### src/hw/rtl/pmrt_pkg.sv
// Package for the per-minute message rate table.
// Holds the widths, the divider reciprocals and the command and status structs.
// No dependencies.
package pmrt_pkg;

    // Bucket ring geometry.
    localparam int NUM_BUCKETS        = 1440;
    localparam int SECONDS_PER_BUCKET = 60;

    // Field widths.
    localparam int TIME_W  = 32;
    localparam int WIN_W   = 16;
    localparam int COUNT_W = 32;
    localparam int TAG_W   = 27;
    localparam int SLOT_W  = $clog2(NUM_BUCKETS);
    localparam int WORD_W  = COUNT_W + TAG_W;
    localparam int LO_W    = TAG_W + 2;

    // Reciprocal for seconds / SECONDS_PER_BUCKET, exact for every 32-bit time.
    localparam int MIN_SHIFT   = TIME_W + $clog2(SECONDS_PER_BUCKET);
    localparam int MIN_MAGIC_W = TIME_W + 1;
    localparam int MIN_PROD_W  = MIN_SHIFT + TAG_W;
    localparam longint unsigned MIN_MAGIC_L =
        ((64'd1 << MIN_SHIFT) + 64'(SECONDS_PER_BUCKET) - 64'd1) / 64'(SECONDS_PER_BUCKET);
    localparam logic [MIN_MAGIC_W-1:0] MIN_MAGIC = MIN_MAGIC_W'(MIN_MAGIC_L);

    // Reciprocal for minute / NUM_BUCKETS, exact for every TAG_W-bit minute.
    localparam int SLOT_SHIFT   = TAG_W + SLOT_W;
    localparam int SLOT_MAGIC_W = TAG_W + 2;
    localparam int SLOT_PROD_W  = SLOT_SHIFT + TAG_W;
    localparam longint unsigned SLOT_MAGIC_L =
        ((64'd1 << SLOT_SHIFT) + 64'(NUM_BUCKETS) - 64'd1) / 64'(NUM_BUCKETS);
    localparam logic [SLOT_MAGIC_W-1:0] SLOT_MAGIC = SLOT_MAGIC_W'(SLOT_MAGIC_L);

    localparam logic [SLOT_W-1:0] LAST_SLOT = SLOT_W'(NUM_BUCKETS - 1);

    // Operation codes.
    localparam logic OP_ADD   = 1'b0;
    localparam logic OP_QUERY = 1'b1;

    // Commands from the controller to the datapath.
    typedef struct packed {
        logic cap_in;       // capture the input word
        logic do_minute;    // register the minute number
        logic do_quot;      // register minute / NUM_BUCKETS
        logic do_slot;      // register the slot and the window lower bound
        logic cnt_clear;    // reset the bucket index counter
        logic cnt_inc;      // advance the bucket index counter
        logic rd_slot;      // read the bucket at the slot
        logic rd_cnt;       // read the bucket at the index counter
        logic wr_clear;     // write zero at the index counter
        logic wr_add;       // write the updated bucket and bump the totals
        logic acc_clear;    // zero the window sum
        logic finish;       // load the result registers and strobe
    } t_cmd;

    // Status from the datapath to the controller.
    typedef struct packed {
        logic cnt_last;     // index counter is at the last bucket
        logic is_query;     // captured word is a query
    } t_sts;

endpackage

### src/hw/rtl/pmrt_ctrl.sv
// Controller state machine for the per-minute message rate table.
// Depends on pmrt_pkg for the command and status structs.
module pmrt_ctrl (
    input  logic            i_clk,
    input  logic            i_rst_n,
    input  logic            i_start,
    input  pmrt_pkg::t_sts  i_sts,
    output pmrt_pkg::t_cmd  o_cmd,
    output logic            o_busy
);

    localparam logic [3:0] ST_CLEAR    = 4'd0;
    localparam logic [3:0] ST_IDLE     = 4'd1;
    localparam logic [3:0] ST_MINUTE   = 4'd2;
    localparam logic [3:0] ST_QUOT     = 4'd3;
    localparam logic [3:0] ST_SLOT     = 4'd4;
    localparam logic [3:0] ST_ADD_RD   = 4'd5;
    localparam logic [3:0] ST_ADD_WR   = 4'd6;
    localparam logic [3:0] ST_SCAN     = 4'd7;
    localparam logic [3:0] ST_SCAN_END = 4'd8;
    localparam logic [3:0] ST_FINISH   = 4'd9;

    logic [3:0]      r_state;
    logic [3:0]      n_state;
    pmrt_pkg::t_cmd  w_cmd;

    // State register; reset starts the clearing sweep of the bucket store.
    always_ff @(posedge i_clk) begin
        if (!i_rst_n) begin
            r_state <= ST_CLEAR;
        end else begin
            r_state <= n_state;
        end
    end

    // Next state and datapath commands.
    always_comb begin
        n_state = r_state;
        w_cmd   = '0;
        case (r_state)
            ST_CLEAR: begin
                w_cmd.wr_clear = 1'b1;
                w_cmd.cnt_inc  = 1'b1;
                if (i_sts.cnt_last) begin
                    w_cmd.cnt_clear = 1'b1;
                    n_state         = ST_IDLE;
                end
            end
            ST_IDLE: begin
                if (i_start) begin
                    w_cmd.cap_in = 1'b1;
                    n_state      = ST_MINUTE;
                end
            end
            ST_MINUTE: begin
                w_cmd.do_minute = 1'b1;
                n_state         = ST_QUOT;
            end
            ST_QUOT: begin
                w_cmd.do_quot = 1'b1;
                n_state       = ST_SLOT;
            end
            ST_SLOT: begin
                w_cmd.do_slot   = 1'b1;
                w_cmd.cnt_clear = 1'b1;
                w_cmd.acc_clear = 1'b1;
                n_state         = i_sts.is_query ? ST_SCAN : ST_ADD_RD;
            end
            ST_ADD_RD: begin
                w_cmd.rd_slot = 1'b1;
                n_state       = ST_ADD_WR;
            end
            ST_ADD_WR: begin
                w_cmd.wr_add = 1'b1;
                n_state      = ST_FINISH;
            end
            ST_SCAN: begin
                w_cmd.rd_cnt  = 1'b1;
                w_cmd.cnt_inc = 1'b1;
                if (i_sts.cnt_last) begin
                    w_cmd.cnt_clear = 1'b1;
                    n_state         = ST_SCAN_END;
                end
            end
            ST_SCAN_END: begin
                // The last bucket read lands in the sum this cycle.
                n_state = ST_FINISH;
            end
            ST_FINISH: begin
                w_cmd.finish = 1'b1;
                n_state      = ST_IDLE;
            end
            default: begin
                n_state = ST_IDLE;
            end
        endcase
    end

    assign o_cmd  = w_cmd;
    assign o_busy = (r_state != ST_IDLE);

endmodule

### config.mk
export PLATFORM = sky130hd
export DESIGN_NAME = pmrt_ctrl
export DESIGN_NICKNAME = d
export VERILOG_FILES = /design/src/hw/rtl/pmrt_pkg.sv /design/src/hw/rtl/pmrt_ctrl.sv
export SDC_FILE = /design/constraint.sdc
export NUM_CORES = 1
export LEC_CHECK = 0
export ABC_CLOCK_PERIOD_IN_PS = 1100
export BUFFER_PORTS_ARGS = -buffer_cell sky130_fd_sc_hd__buf_2
export CELL_PAD_IN_SITES_DETAIL_PLACEMENT = 2
export CELL_PAD_IN_SITES_GLOBAL_PLACEMENT = 2
export CORE_MARGIN = 2
export CORE_UTILIZATION = 20
export DETAILED_ROUTE_END_ITERATION = 8
export PLACE_DENSITY = 0.83
export SYNTH_ARGS = -nofsm -noshare
export SYNTH_HDL_FRONTEND = slang
export SYNTH_SLANG_ARGS = --single-unit
export TNS_END_PERCENT = 30
### constraint.sdc
create_clock -name i_clk -period 1.1 [get_ports i_clk]
set_input_delay 0.33 -clock i_clk [delete_from_list [all_inputs] [get_ports i_clk]]
set_output_delay 0.33 -clock i_clk [all_outputs]
set_load 0.01 [all_outputs]
==> results of run 1 <==
-- layout make-up --
class / count / area share
clock buffers: 3 / 0.0304
inverters: 2 / 0.0101
multi-input cells: 42 / 0.419
flip-flops and latches: 4 / 0.125
well taps: 25 / 0.0422
repair buffers: 37 / 0.373
-- routing by layer --
metal  share of wire  vias up  routed length [um]
met1            0.43      249                 680
met2            0.55       13                 880
met4               0        0                   0
met5               0        -                   0
li1                -      257                   -
met3           0.019        0                  31
-- how the worst max path moves through the flow --
stage	from	end	slack, ns
finish	r_state[0]$_SDFFE_PN0P_	o_cmd[6]	-0.44
CTS	r_state[0]$_SDFFE_PN0P_	o_cmd[6]	-0.44
floorplan	r_state[0]$_SDFFE_PN0P_	o_cmd[6]	-0.16
global route	r_state[0]$_SDFFE_PN0P_	o_cmd[6]	-0.47
global placement	r_state[1]$_SDFFE_PN0P_	o_cmd[6]	-0.21
detailed placement	r_state[0]$_SDFFE_PN0P_	o_cmd[7]	-0.23
-- layout by cell type, fill, tap and decap left out, types with 2 or more instances in the layout --
master    count
and3_1        2
inv_1         2
nor4_2        2
nand2b_1      2
clkbuf_4      3
buf_4        13
nand2_1       7
buf_6         7
buf_2        16
nor2b_4       2
o21ai_1       2
nor2_1        4
dfxtp_4       3
a21oi_1       3
nor3_2        2
-- cells in the mapped netlist --
cell and number:
dfxtp_1 4, a21oi_1 4, and3_1 2, inv_1 2, nor4_1 1, nor4_2 1, a31o_2 1, nor2b_1 3
nand2b_1 3, nor3_1 3, nor3_2 1, nor4b_1 1, nand2_1 7, or3_1 1, buf_4 3, o21ai_1 1
nand3_1 1, o31a_1 1, o2bb2ai_1 1, o21bai_1 1, buf_6 3, a22oi_1 1, nor2_1 5, o21ai_0 2
o21a_1 1
-- through the flow --
stage                     hold slack [ns]  std cells  setup TNS [ns]  power, mW
after detailed placement            0.586        105           -3.07       1.15
after CTS                           0.347        111           -4.77       1.46
after global placement              0.583        105           -2.48       1.11
after floorplan                     0.448         54          -0.920      0.797
final                               0.350        113           -4.85       1.49
after global routing                0.355        113           -5.93       1.61
-- report_power, final --
part,leakage (nW),switching (mW),internal [mW]
combinational,0.295,0.475,0.561
sequential,0.0353,0.0796,0.196
clock,0.0138,0.0562,0.122
-- timing repair --
item | 4_1_cts | 5_1_grt
hold buffers | 0 | 0
endpoints found under the setup margin | 17 | 17
gates resized for setup | 22 | 1
hold endpoints to repair | 0 | 0
pin swaps | 5 | 0
buffers inserted | 3 | 2
-- kinds of logic (layout without fill, tap and decap cells) --
kind of cell           after synthesis  in the layout  synth area share
AND/OR/NAND/NOR                     29             29             0.411
flip-flops                           4              4             0.207
AO/OA/AOI/OAI                       13             13             0.217
buffers and inverters                8             42             0.165
==> run_results.csv, run 1 <==
group,metric,value,unit
outcome,status,"complete, but fails checks",
outcome,failed_checks,"setup timing",
floorplanning,chipHeight,48.0,um
grt,grt-busiest-layer,"met2",
finish,final_area,741,um2
clocking,clkSinkCount,4,
grt,grt_pass1_wl,2460,um
critical_path,crit_buf_inv,1,
finish,area_growth,91.6,%
floorplanning,rows,15,
critical_path,r2r-start,"r_state[0]$_SDFFE_PN0P_",
power,p_per_area,2010,mW/mm2
timing,fmax,647,MHz
critical_path,slowest_stage,"or3_1",
detailed_routing,drc,0,
critical_path,reg2regPathDepth,6,
timing,fin_ws,-0.445,ns
detailed_routing,vias,519,
finish,regArea,92.6,um2
detailed_routing,drt-total-wl,1590,um
yosys,synth-seq-cells,4,
clocking,clockBufferDepth,2,
timing,setup_viol_count_final,16,
worst_hold_path,hold_path_depth,2,
worst_hold_path,hold_path_end,"r_state[3]$_SDFFE_PN0P_",
yosys,yosysSeqAreaShare,0.207,
critical_path,cp_data_required_time,0.77,ns
finish,fillCellCount,215,
timing,finalMaxSlewViolations,0,
detailed_routing,drt_pass1_iterations,2,
finish,multi_input_area,310,um2
clocking,clkLatencyLatePin,0.23,ns
timing,slew_headroom,0.846,
placed_design,portBuffers,17,
yosys,ys_types,25,
finish,n_antenna_cell,0,
worst_hold_path,min_path_type,"input pin to flop",
clocking,clk_pin_slew,0.04,ns
finish,largest_register_ffs,4,
timing,post-route-period-util,1.40,
detailed_routing,drt_iter0_markers,3,
critical_path,rrSetupSlack,-0.15,ns
placed_design,place.gp.congestion,0.809,
critical_path,cp_slowest_stage_delay,0.39,ns
power,vdd_drop_max,840,uV
yosys,syn_nets,59,
finish,regMostFlops,"r_state",
yosys,ys_top_cells_by_area,"dfxtp_1 (21%), buf_6 (8.7%), nand2_1 (6.8%)",
detailed_routing,ant_nets,0,
critical_path,endpoint_kind,"output pin",
grt,grt_usage,0.155,
finish,reg_top3,"r_state: 4 flops",
critical_path,cp_top_family,"simple AND/OR/NAND/NOR gates",
critical_path,worstSetupStartpointType,"flop",
worst_hold_path,min_from,"i_rst_n",
grt,overflow,0,
grt,grt_max_degree,9,
yosys,netlist_instances,54,
clocking,clockRootBuffer,"clkbuf_4",
grt,use_met2,0.309,
yosys,synth_warnings,0,
grt,grt_antenna_before_repair,0,
placed_design,postPlaceCellArea,602,um2
detailed_routing,wire_per_inst,14.1,um
finish,nNetsFinal,95,
clocking,numCtsBuffers,3,
critical_path,rr_endpoint,"r_state[1]$_SDFFE_PN0P_",
critical_path,arrival,1.21,ns
yosys,syn-mean-instance-area,7.16,um2
grt,grt_pass1_vias,530,
floorplanning,start_util,0.219,
timing,grt_setup_unrepaired,"yes",
clocking,htreeDepth,1,
power,p_leak,0.344,nW
floorplanning,design.core.area,0.00176,mm2
yosys,yosysTopAreaCell,"dfxtp_1",
floorplanning,io_pins,18,
placed_design,pre_cts_slack,-0.228,ns
clocking,cts_tree,"yes",
yosys,yosys.area.top_type_share,0.207,
critical_path,worstSetupPathDepth,3,
run,cap_violations,0,
yosys,synthesis.area,387,um2
critical_path,critPathKind,"flop to output pin",
detailed_routing,via_per_inst,4.59,
grt,grt_use_met3,0.0113,
finish,final_core_util,0.420,
timing,clock_skew,0.00175,ns
floorplanning,dieWidth,48.0,um
critical_path,critPathMaxFanout,6,
timing,hold_violations,0,
timing,fin_crit,1.54,ns
timing,tightest_slew,0.229,ns
finish,drive_above_1_share,0.648,
grt,grt_util_met1,0.176,
placed_design,dpl.hpwl,1160,um
floorplanning,fp.dieArea,0.00230,mm2
critical_path,crit_chain,"or3_1 -> a21oi_2 -> buf_2",
Power figures use the tool's default switching activity.
==> run 2: changes to the inputs <==
==> constraint.sdc (replaced) <==
create_clock -name i_clk -period 1.1 [get_ports i_clk]
set_input_delay 0.165 -clock i_clk [delete_from_list [all_inputs] [get_ports i_clk]]
set_output_delay 0.165 -clock i_clk [all_outputs]
set_load 0.01 [all_outputs]
==> run_results.csv, run 2 (same netlist as run 1, synthesis figures left out) <==
group,metric,value,unit
timing,slew_headroom,0.863,
timing,post-route-period-util,1.27,
floorplanning,dieWidth,48.0,um
outcome,status,"complete, but fails checks",
detailed_routing,via_per_inst,4.84,
worst_hold_path,min_path_type,"input pin to flop",
critical_path,r2r-start,"r_state[2]$_SDFFE_PN0P_",
timing,tightest_slew,0.203,ns
critical_path,endpoint_kind,"output pin",
finish,final_cell_mix,"buf_2 (16), buf_4 (14), nand2_1 (6)",
clocking,clkLatencyLatePin,0.24,ns
grt,grt_antenna_before_repair,0,
floorplanning,start_util,0.219,
critical_path,cp_data_required_time,0.94,ns
placed_design,portBuffers,17,
clocking,ctsHoldBuffers,0,
grt,overflow,0,
critical_path,critPathMaxFanout,7,
power,p_per_area,2100,mW/mm2
timing,grt_setup_unrepaired,"yes",
finish,reg_top3,"r_state: 4 flops",
critical_path,cp_slowest_stage_delay,0.38,ns
grt,grt_usage,0.163,
detailed_routing,vias,528,
critical_path,reg2regPathDepth,5,
finish,multi_input_area,313,um2
worst_hold_path,min_from,"i_rst_n",
worst_hold_path,hold_path_depth,2,
clocking,cts_tree,"yes",
detailed_routing,drt_pass1_iterations,3,
critical_path,cp_top_family,"simple AND/OR/NAND/NOR gates",
finish,n_antenna_cell,0,
finish,nNetsFinal,91,
clocking,clkSinkCount,4,
detailed_routing,wire_per_inst,15.4,um
detailed_routing,drc,0,
floorplanning,design.core.area,0.00176,mm2
clocking,htreeDepth,1,
grt,grt_max_degree,10,
timing,clock_skew,0.00106,ns
clocking,clk_pin_slew,0.04,ns
placed_design,dpl.hpwl,1240,um
power,p_leak,0.318,nW
outcome,failed_checks,"setup timing",
timing,setup_viol_count_final,13,
timing,fin_crit,1.39,ns
timing,whs,0.186,ns
detailed_routing,ant_nets,0,
finish,fillCellCount,224,
detailed_routing,drt_iter0_markers,5,
timing,fmax,718,MHz
critical_path,arrival,1.23,ns
finish,final_common_cell,"buf_2",
floorplanning,chipHeight,48.0,um
finish,drive_above_1_share,0.679,
clocking,clockBufferDepth,2,
critical_path,critPathKind,"flop to output pin",
grt,grt_pass1_vias,551,
critical_path,rrSetupSlack,0.02,ns
timing,setup_tns,-2.81,ns
grt,grt_pass1_wl,2460,um
critical_path,slowest_stage,"or3_4",
floorplanning,fp.dieArea,0.00230,mm2
critical_path,rr_endpoint,"r_state[1]$_SDFFE_PN0P_",
clocking,numCtsBuffers,3,
finish,regMostFlops,"r_state",
clocking,clockRootBuffer,"clkbuf_4",
placed_design,place.gp.congestion,0.724,
floorplanning,rows,15,
critical_path,crit_chain,"or3_4 -> a21oi_2 -> buf_2",
detailed_routing,drt-total-wl,1680,um
power,vdd_drop_max,671,uV
finish,area_growth,78.3,%
timing,fin_ws,-0.293,ns
worst_hold_path,hold_path_end,"r_state[0]$_SDFFE_PN0P_",
critical_path,worstSetupStartpointType,"flop",
run,cap_violations,0,
critical_path,crit_buf_inv,1,
finish,largest_register_ffs,4,
finish,regArea,92.6,um2
finish,final_core_util,0.391,
floorplanning,io_pins,18,
placed_design,pre_cts_slack,-0.137,ns
timing,finalMaxSlewViolations,0,
timing,hold_violations,0,
==> run 2: worst max-delay path by stage <==
stage	cells past startpoint	from	slack, ns	endpoint
after global placement	3	r_state[0]$_SDFFE_PN0P_	-0.09	o_cmd[6]
final	3	r_state[2]$_SDFFE_PN0P_	-0.29	o_cmd[6]
after detailed placement	4	r_state[2]$_SDFFE_PN0P_	-0.14	o_cmd[7]
after global routing	3	r_state[2]$_SDFFE_PN0P_	-0.35	o_cmd[6]
after CTS	3	r_state[2]$_SDFFE_PN0P_	-0.31	o_cmd[6]
after floorplan	3	r_state[0]$_SDFFE_PN0P_	-0.03	o_cmd[6]
==> run 2: what timing repair did <==
item	4_1_cts	5_1_grt
hold endpoints to repair	0	0
setup endpoints to repair	16	17
pin swaps	6	2
gates cloned	0	0
gates resized for setup	14	11
buffers inserted	1	0
==> run 2: layout make-up <==
cell class | count | share of cell area
repair buffers | 33 | 0.323
well taps | 25 | 0.0454
clock buffers | 3 | 0.0327
flip-flops and latches | 4 | 0.134
multi-input cells | 42 | 0.454
inverters | 2 | 0.0109
==> run 2: power by group <==
group          internal (mW)  switching [mW]
Combinational          0.517           0.464
Sequential             0.202          0.0747
Clock                  0.123          0.0712
==> run 2: layer usage <==
layer	track usage	up-vias	wire (um)
met5	0	-	0
met4	0.0973	0	30
met3	0.0340	4	43
met2	0.312	12	1000
met1	0.156	259	607
li1	-	253	-
==> run 2: stage by stage <==
| step | power [mW] | std cells | cell area, um2 |
|---|---|---|---|
| 2_1_floorplan | 0.761 | 54 | 402 |
| 3_3_place_gp | 1.01 | 105 | 574 |
| 3_5_place_dp | 1.07 | 105 | 574 |
| 4_1_cts | 1.37 | 109 | 646 |
| 5_1_grt | 1.57 | 109 | 689 |
| 6_report | 1.45 | 109 | 689 |
==> run 3: changes to the inputs <==
--- a/config.mk
+++ b/config.mk
@@ -15,2 +15,3 @@
 export PLACE_DENSITY = 0.83
+export SKIP_CTS_REPAIR_TIMING = 1
 export SYNTH_ARGS = -nofsm -noshare
--- a/constraint.sdc
+++ b/constraint.sdc
@@ -3,2 +3,2 @@
 set_output_delay 0.165 -clock i_clk [all_outputs]
-set_load 0.01 [all_outputs]
+set_load 0.1 [all_outputs]
==> run_results.csv, run 3 (same netlist as run 1, synthesis figures left out) <==
group,metric,value,unit
critical_path,crit_buf_inv,1,
floorplanning,io_pins,18,
run,cap_violations,0,
detailed_routing,via_per_inst,4.79,
placed_design,dpl.hpwl,1350,um
detailed_routing,drt_iter0_markers,6,
outcome,status,"complete, but fails checks",
power,p_leak,0.356,nW
finish,final_cell_mix,"buf_12 (14), buf_4 (13), nand2_1 (5)",
finish,n_antenna_cell,0,
power,internal_power,1.24,mW
finish,final_common_cell,"buf_12",
finish,regArea,88.8,um2
clocking,clkLatencyLatePin,0.24,ns
finish,multi_input_area,358,um2
placed_design,portBuffers,17,
power,p_switching,1.64,mW
timing,clock_skew,0.00599,ns
power,clkPwrFrac,0.066,
floorplanning,chipHeight,48.0,um
clocking,htreeDepth,1,
critical_path,cp_top_family,"simple AND/OR/NAND/NOR gates",
clocking,clockRootBuffer,"clkbuf_4",
timing,post-route-period-util,1.36,
timing,fin_crit,1.49,ns
timing,setup_tns,-4.76,ns
finish,largest_register_ffs,4,
clocking,numCtsBuffers,3,
timing,fin_ws,-0.395,ns
detailed_routing,drt-total-wl,2010,um
timing,fmax,669,MHz
placed_design,place.gp.congestion,0.747,
critical_path,critPathKind,"flop to output pin",
critical_path,critPathMaxFanout,6,
power,p_seq_frac,0.096,
detailed_routing,vias,517,
grt,grt_antenna_before_repair,0,
grt,grt_pass1_vias,515,
grt,overflow,0,
power,switching_share,0.569,
detailed_routing,drc,0,
detailed_routing,ant_nets,0,
critical_path,crit_chain,"or3_4 -> a21oi_4 -> buf_12",
finish,area_growth,137,%
floorplanning,fp.dieArea,0.00230,mm2
grt,grt_max_degree,10,
floorplanning,design.core.area,0.00176,mm2
clocking,cts_tree,"yes",
timing,finalMaxSlewViolations,0,
clocking,clk_pin_slew,0.04,ns
clocking,clockBufferDepth,2,
power,p_per_area,3140,mW/mm2
power,vdd_drop_max,1640,uV
floorplanning,rows,15,
timing,tightest_slew,0.313,ns
timing,setup_viol_count_final,16,
finish,regMostFlops,"r_state",
clocking,clkSinkCount,4,
timing,grt_setup_unrepaired,"yes",
power,finalPower,2.88,mW
outcome,failed_checks,"setup timing",
finish,reg_top3,"r_state: 4 flops",
grt,grt_pass1_wl,2570,um
detailed_routing,wire_per_inst,18.6,um
worst_hold_path,min_path_type,"input pin to flop",
timing,hold_violations,0,
grt,grt_usage,0.176,
finish,nNetsFinal,90,
critical_path,arrival,1.33,ns
timing,slew_headroom,0.789,
critical_path,worstSetupStartpointType,"flop",
critical_path,cp_data_required_time,0.94,ns
floorplanning,start_util,0.219,
finish,fillCellCount,198,
critical_path,cp_slowest_stage_delay,0.40,ns
detailed_routing,drt_pass1_iterations,3,
critical_path,endpoint_kind,"output pin",
critical_path,slowest_stage,"or3_4",
finish,drive_above_1_share,0.663,
power,pwr-share-comb,0.838,
floorplanning,dieWidth,48.0,um
==> run 3: path summary, 6_finish.rpt <==
check	from	endpoint	slack [ns]	depth (start not counted)
worst max-delay path	r_state[0]$_SDFFE_PN0P_	o_cmd[6]	-0.39	3
worst min-delay path	i_rst_n	r_state[0]$_SDFFE_PN0P_	0.20	2
worst max register to register	r_state[0]$_SDFFE_PN0P_	r_state[3]$_SDFFE_PN0P_	-0.13	4
worst min register to register	r_state[1]$_SDFFE_PN0P_	r_state[2]$_SDFFE_PN0P_	0.65	2
==> run 3: per-layer routing <==
layer  part of all wire  global-route usage  wire (um)  vias up
met1               0.40               0.196        801      258
met2               0.56               0.301       1130       11
li1                   -                   -          -      244
met4              0.018              0.0811         36        0
met5                  0                   0          0        -
met3              0.025              0.0566         50        4
==> run 3: stage by stage <==
step / hold slack (ns) / setup slack, ns / instances / util / area [um2]
2_1_floorplan: 0.283 / -0.781 / 54 / - / 473
5_1_grt: 0.188 / -0.447 / 108 / 0.520 / 917
3_3_place_gp: 0.417 / -0.154 / 104 / 0.475 / 838
4_1_cts: 0.190 / -0.464 / 107 / 0.488 / 861
3_5_place_dp: 0.441 / -0.195 / 104 / 0.475 / 838
6_report: 0.196 / -0.395 / 108 / 0.520 / 917
==> run 3: power by group through the flow <==
stage	sequential, mW	combinational [mW]	clock, mW
global placement	0.252	2.23	0
finish	0.277	2.42	0.190
global route	0.284	2.51	0.219
floorplan	0.228	1.55	0
CTS	0.266	2.30	0.197
detailed placement	0.266	2.29	0
==> run 3: layout make-up <==
cell class / count / share of cell area
Inverter: 2 / 0.00819
Timing Repair Buffer: 32 / 0.446
Tap cell: 25 / 0.0341
Sequential cell: 4 / 0.0969
Multi-Input combinational cell: 42 / 0.390
Clock buffer: 3 / 0.0246
